File: config.mk
export PLATFORM = sky130hd
export DESIGN_NAME = q2e_isqrt
export DESIGN_NICKNAME = d
export VERILOG_FILES = /design/src/q2e_pkg.sv /design/src/q2e_isqrt.sv
export SDC_FILE = /design/constraint.sdc
export NUM_CORES = 2
export LEC_CHECK = 0
export ABC_AREA = 0
export BUFFER_PORTS_ARGS = -buffer_cell sky130_fd_sc_hd__buf_2
export CAP_MARGIN = 20
export CORE_MARGIN = 1
export CORE_UTILIZATION = 45
export CTS_CLUSTER_DIAMETER = 150
export DETAILED_ROUTE_END_ITERATION = 8
export PLACE_DENSITY = 0.56
export SLEW_MARGIN = 20
export SYNTH_ARGS = -nofsm -noshare
export SYNTH_HDL_FRONTEND = slang
export SYNTH_SLANG_ARGS = --single-unit
export TNS_END_PERCENT = 10
File: constraint.sdc
create_clock -name clk -period 8.08 [get_ports clk]
set_clock_uncertainty 0.15 [all_clocks]
set_input_delay 1.616 -clock clk [delete_from_list [all_inputs] [get_ports clk]]
set_output_delay 1.616 -clock clk [all_outputs]
set_load 0.05 [all_outputs]
File: src/q2e_pkg.sv
// Shared constants, types and tables for the quaternion to Euler angle unit.
// No dependencies; the files that use it refer to it by scoped names.
package q2e_pkg;

    localparam int ANGLE_FRAC_BITS = 8;
    localparam int CORDIC_STAGES   = 20;
    localparam int DEG_FRAC        = 24;
    localparam int ISQRT_STAGES    = 31;
    localparam int CORDIC_XW       = 35;
    localparam int ANGLE_W         = 34;
    localparam int RND_SHIFT       = DEG_FRAC - ANGLE_FRAC_BITS;
    localparam int PIPE_DEPTH      = 2 * ISQRT_STAGES + CORDIC_STAGES + 10;

    localparam logic signed [ANGLE_W-1:0] DEG90_Q24 = ANGLE_W'(90) <<< DEG_FRAC;

    // atan(2^-i) in degrees, Q24
    localparam logic [29:0] ATAN_TAB [0:31] = '{
        30'd754974720, 30'd445687602, 30'd235489088, 30'd119537938, 30'd60000934,
        30'd30029717, 30'd15018523, 30'd7509720, 30'd3754917, 30'd1877466,
        30'd938734, 30'd469367, 30'd234684, 30'd117342, 30'd58671, 30'd29335,
        30'd14668, 30'd7334, 30'd3667, 30'd1833, 30'd917, 30'd458, 30'd229,
        30'd115, 30'd57, 30'd29, 30'd14, 30'd7, 30'd4, 30'd2, 30'd1, 30'd0
    };

    typedef struct packed {
        logic signed [31:0] x;
        logic signed [31:0] y;
        logic signed [31:0] z;
    } vec_t;

    typedef struct packed {
        logic signed [31:0] roll_y;
        logic signed [31:0] roll_x;
        logic signed [31:0] yaw_y;
        logic signed [31:0] yaw_x;
        logic signed [31:0] ts;
    } ang_ops_t;

endpackage

File: src/q2e_isqrt.sv
// Pipelined floor integer square root, one result bit per stage.
// Depends on q2e_pkg.
module q2e_isqrt (
    input  logic        clk,
    input  logic        en,
    input  logic [60:0] rad,
    output logic [30:0] root
);
    localparam int N = q2e_pkg::ISQRT_STAGES;

    logic [63:0] n_reg [0:N-1];
    logic [63:0] r_reg [0:N-1];

    for (genvar k = 0; k < N; k++) begin : g_stage
        localparam logic [63:0] BIT = 64'd1 << (2 * (N - 1 - k));
        logic [63:0] n_src;
        logic [63:0] r_src;
        logic [63:0] trial;

        if (k == 0) begin : g_first
            assign n_src = {3'b000, rad};
            assign r_src = '0;
        end
        else begin : g_next
            assign n_src = n_reg[k-1];
            assign r_src = r_reg[k-1];
        end

        assign trial = r_src + BIT;

        // take the bit when the remainder covers it, else just halve
        always_ff @(posedge clk)
        begin
            if (en)
            begin
                if (n_src >= trial)
                begin
                    n_reg[k] <= n_src - trial;
                    r_reg[k] <= (r_src >> 1) + BIT;
                end
                else
                begin
                    n_reg[k] <= n_src;
                    r_reg[k] <= r_src >> 1;
                end
            end
        end
    end

    assign root = r_reg[N-1][30:0];
endmodule

==> metrics.cfg <==
[clock_network]
cts.reportedPaths.clkPinSlew_ns=0.06
cts_hold_repair.buffers=0
clockRootBuffer=sky130_fd_sc_hd__clkbuf_16
cts_tree=yes
clk_path_buf_depth=4
post_cts.resized_instances=0
cts_setup_buffers=0
tritoncts.num_buffers=285
cts_max_level=5
tritoncts_num_sinks=2414
clock_latency_ns=0.97

[timing]
fin_setup_tns_ns=0
worstMarginPinSlew_ns=1.14
final_period_minus_worst_setup_slack_ns=5.24
fmax_mhz=191
timing.final.max_slew_violations=0
finalHoldViolCount=0
worst_slew_margin_rel_pct=23.5
grt_setup_unrepaired=no
postLayoutSetupSlackWorst_ns=2.84
fin_hold_ws_ns=0.254
setup_violations=0
fin_crit_sh_pct=64.8

[drt]
via_count=75000
routed_wire_length_um=307000
first_iter_violations=7488
length_of_the_first_detailed_routing_pass_in_iterations=6
post-route-drc-count=0
ant_nets=0
routed_length_per_placed_instance_um=23.3
viasPerCell=5.71

[synth]
post_synth_inst_count=9319
synth_area_sq_mm=0.116
syn-num-nets=9905
synth_area_per_cell_sq_um=12.5
edff_count_synth=2414
postSynth.topFlopCell=sky130_fd_sc_hd__edfxtp_1
synth.ff_latch_count=2414
synth.yosys.warnings=0
synth.lib_cells_used.distinct=92
synth-seq-area-share_pct=62.3
asyncSetResetFlopFracSynth_pct=0

[floorplan]
die_area_sq_mm=0.261
start_util_pct=45.3
core_region_area_sq_mm=0.257
placementRows=186
io-pin-count=94
die_w_um=510
vert_die_dim_um=510

[place]
placement.cell_area_sq_mm=0.121
gp_routability_congestion=0.932
dp_hpwl_um=234000
place.detailed.instances=12600
io_buffers=93
preCtsSetupSlack_ns=2.90

[worst_setup_path]
cp_max_fo=57
setup.reg_to_reg.worst_slack_ns=2.84
cp-start-kind=register
timing.critical_path.required_ns=8.56
setup.worst_path.end_class=register
timing.setup.critical_path_class=register to register
cp_data_arrival_time_ns=5.72

[job]
cap_viol_max_count=0

[finish]
final_cell_mix=sky130_fd_sc_hd__edfxtp_1, sky130_fd_sc_hd__nand2_1, sky130_fd_sc_hd__inv_1
fill_cell_instance_count_of_the_final_layout=22200
post_layout_instance_count_excluding_filler_cells=13100
final_cell_area_sq_mm=0.130
mostFrequentLayoutCell=sky130_fd_sc_hd__edfxtp_1
flow.area_growth_from_synthesis_pct=11.6
drive_gt1_share_pct=7.49
fin_nets=10100
largest_register_ff_count=1918

[power]
power_per_cell_area_mw_per_mm2=284
leakage_component_of_the_power_nw=48.2
max-vdd-ir-drop_mv=0.232

[global_routing]
global_route.overflow_total=0
number_of_antenna_violations_at_the_first_check_in_global_routing=16
grt_pass1_vias=72000
track_usage_pct=23.2
grt_start_max_net_pins=182
grt_first_pass_wirelength_um=456000

[status]
status=finished clean

[hold_path]
hold_path_class=register to register

per-layer routing:
layer  track usage (%)  up-vias  wire (um)
li1                  -    35300          -
met2              34.9     2395     133000
met4              6.56        2       8280
met1              33.7    36800     140000
met3              5.29      460      25300
met5                 0        -         11
cell usage after synthesis (all sizes together) (82+ instances only):
| library cell | count | area (sq um) |
|---|---|---|
| clkbuf | 190 | 713 |
| nor4 | 322 | 2030 |
| nand3 | 180 | 901 |
| nor2 | 541 | 2030 |
| o21a | 109 | 818 |
| nand4 | 170 | 1060 |
| xor2 | 373 | 3270 |
| nor3 | 276 | 1390 |
| a21oi | 461 | 2310 |
| edfxtp | 2414 | 72500 |
| or3 | 94 | 593 |
| xnor2 | 490 | 4290 |
| inv | 651 | 2440 |
| mux2 | 86 | 968 |
| o21ai | 488 | 2440 |
| nor2b | 82 | 513 |
| nand2b | 110 | 688 |
| ha | 523 | 6540 |
| a21o | 244 | 1830 |
| nand2 | 701 | 2630 |
worst paths after layout:
| kind | from | to | cells after the start |
|---|---|---|---|
| worst max-delay path | r_reg[1][796] | n_reg[1][878] | 10 |
| worst min-delay path | n_reg[0][465] | n_reg[0][529] | 0 |
| worst max register to register | r_reg[1][796] | n_reg[1][878] | 10 |
| worst min register to register | n_reg[0][465] | n_reg[0][529] | 0 |
metrics by stage:
stage,total power (W),util [%]
4_1_cts,0.0371,50.5
2_1_floorplan,0.0219,-
3_3_place_gp,0.0244,47.0
3_5_place_dp,0.0245,47.0
6_report,0.0369,50.5
5_1_grt,0.0385,50.5
cell type report:
cell class                      count  area (sq um)  area share (%)
Sequential cell                  2414         72500            55.8
Tap cell                         3384          4230            3.26
Timing Repair Buffer              159          1050           0.809
Multi-Input combinational cell   6041         40700            31.3
Clock buffer                      333          7440            5.73
Clock inverter                    151          1520            1.17
Inverter                          651          2440            1.88
Antenna cell                        3          7.51         0.00578
critical path, cell delays in order (launching register included):
cell,delay (ns)
sky130_fd_sc_hd__edfxtp_1,0.40
sky130_fd_sc_hd__inv_1,0.06
sky130_fd_sc_hd__ha_1,0.43
sky130_fd_sc_hd__nand4_1,0.24
sky130_fd_sc_hd__nor3_1,0.76
sky130_fd_sc_hd__o311ai_0,0.58
sky130_fd_sc_hd__a31o_2,0.40
sky130_fd_sc_hd__and2_2,0.48
sky130_fd_sc_hd__a2111oi_0,1.07
sky130_fd_sc_hd__nand4_1,0.22
sky130_fd_sc_hd__xnor2_1,0.18
cell families (layout without fill, tap and decap cells):
kind of cell    count (synthesis)  count (layout)  synth area share, %
flops                        2414            2414                 62.3
buf+inv                       864            1294                 2.82
fa+ha+maj                     523             523                 5.63
mux                            95              95                0.910
simple gates                 2858            2858                 12.7
other cells                     0               3                    0
xor+xnor                      863             863                 6.50
compound gates               1702            1702                 9.15
power by group:
part / total [W] / switching (W) / leakage, nW / internal (W)
Clock: 0.0125 / 0.00500 / 4.38 / 0.00748
Sequential: 0.0172 / 0.00149 / 23.2 / 0.0158
Combinational: 0.00717 / 0.00436 / 20.6 / 0.00282
Note: power is estimated with default switching activity, not from simulation.
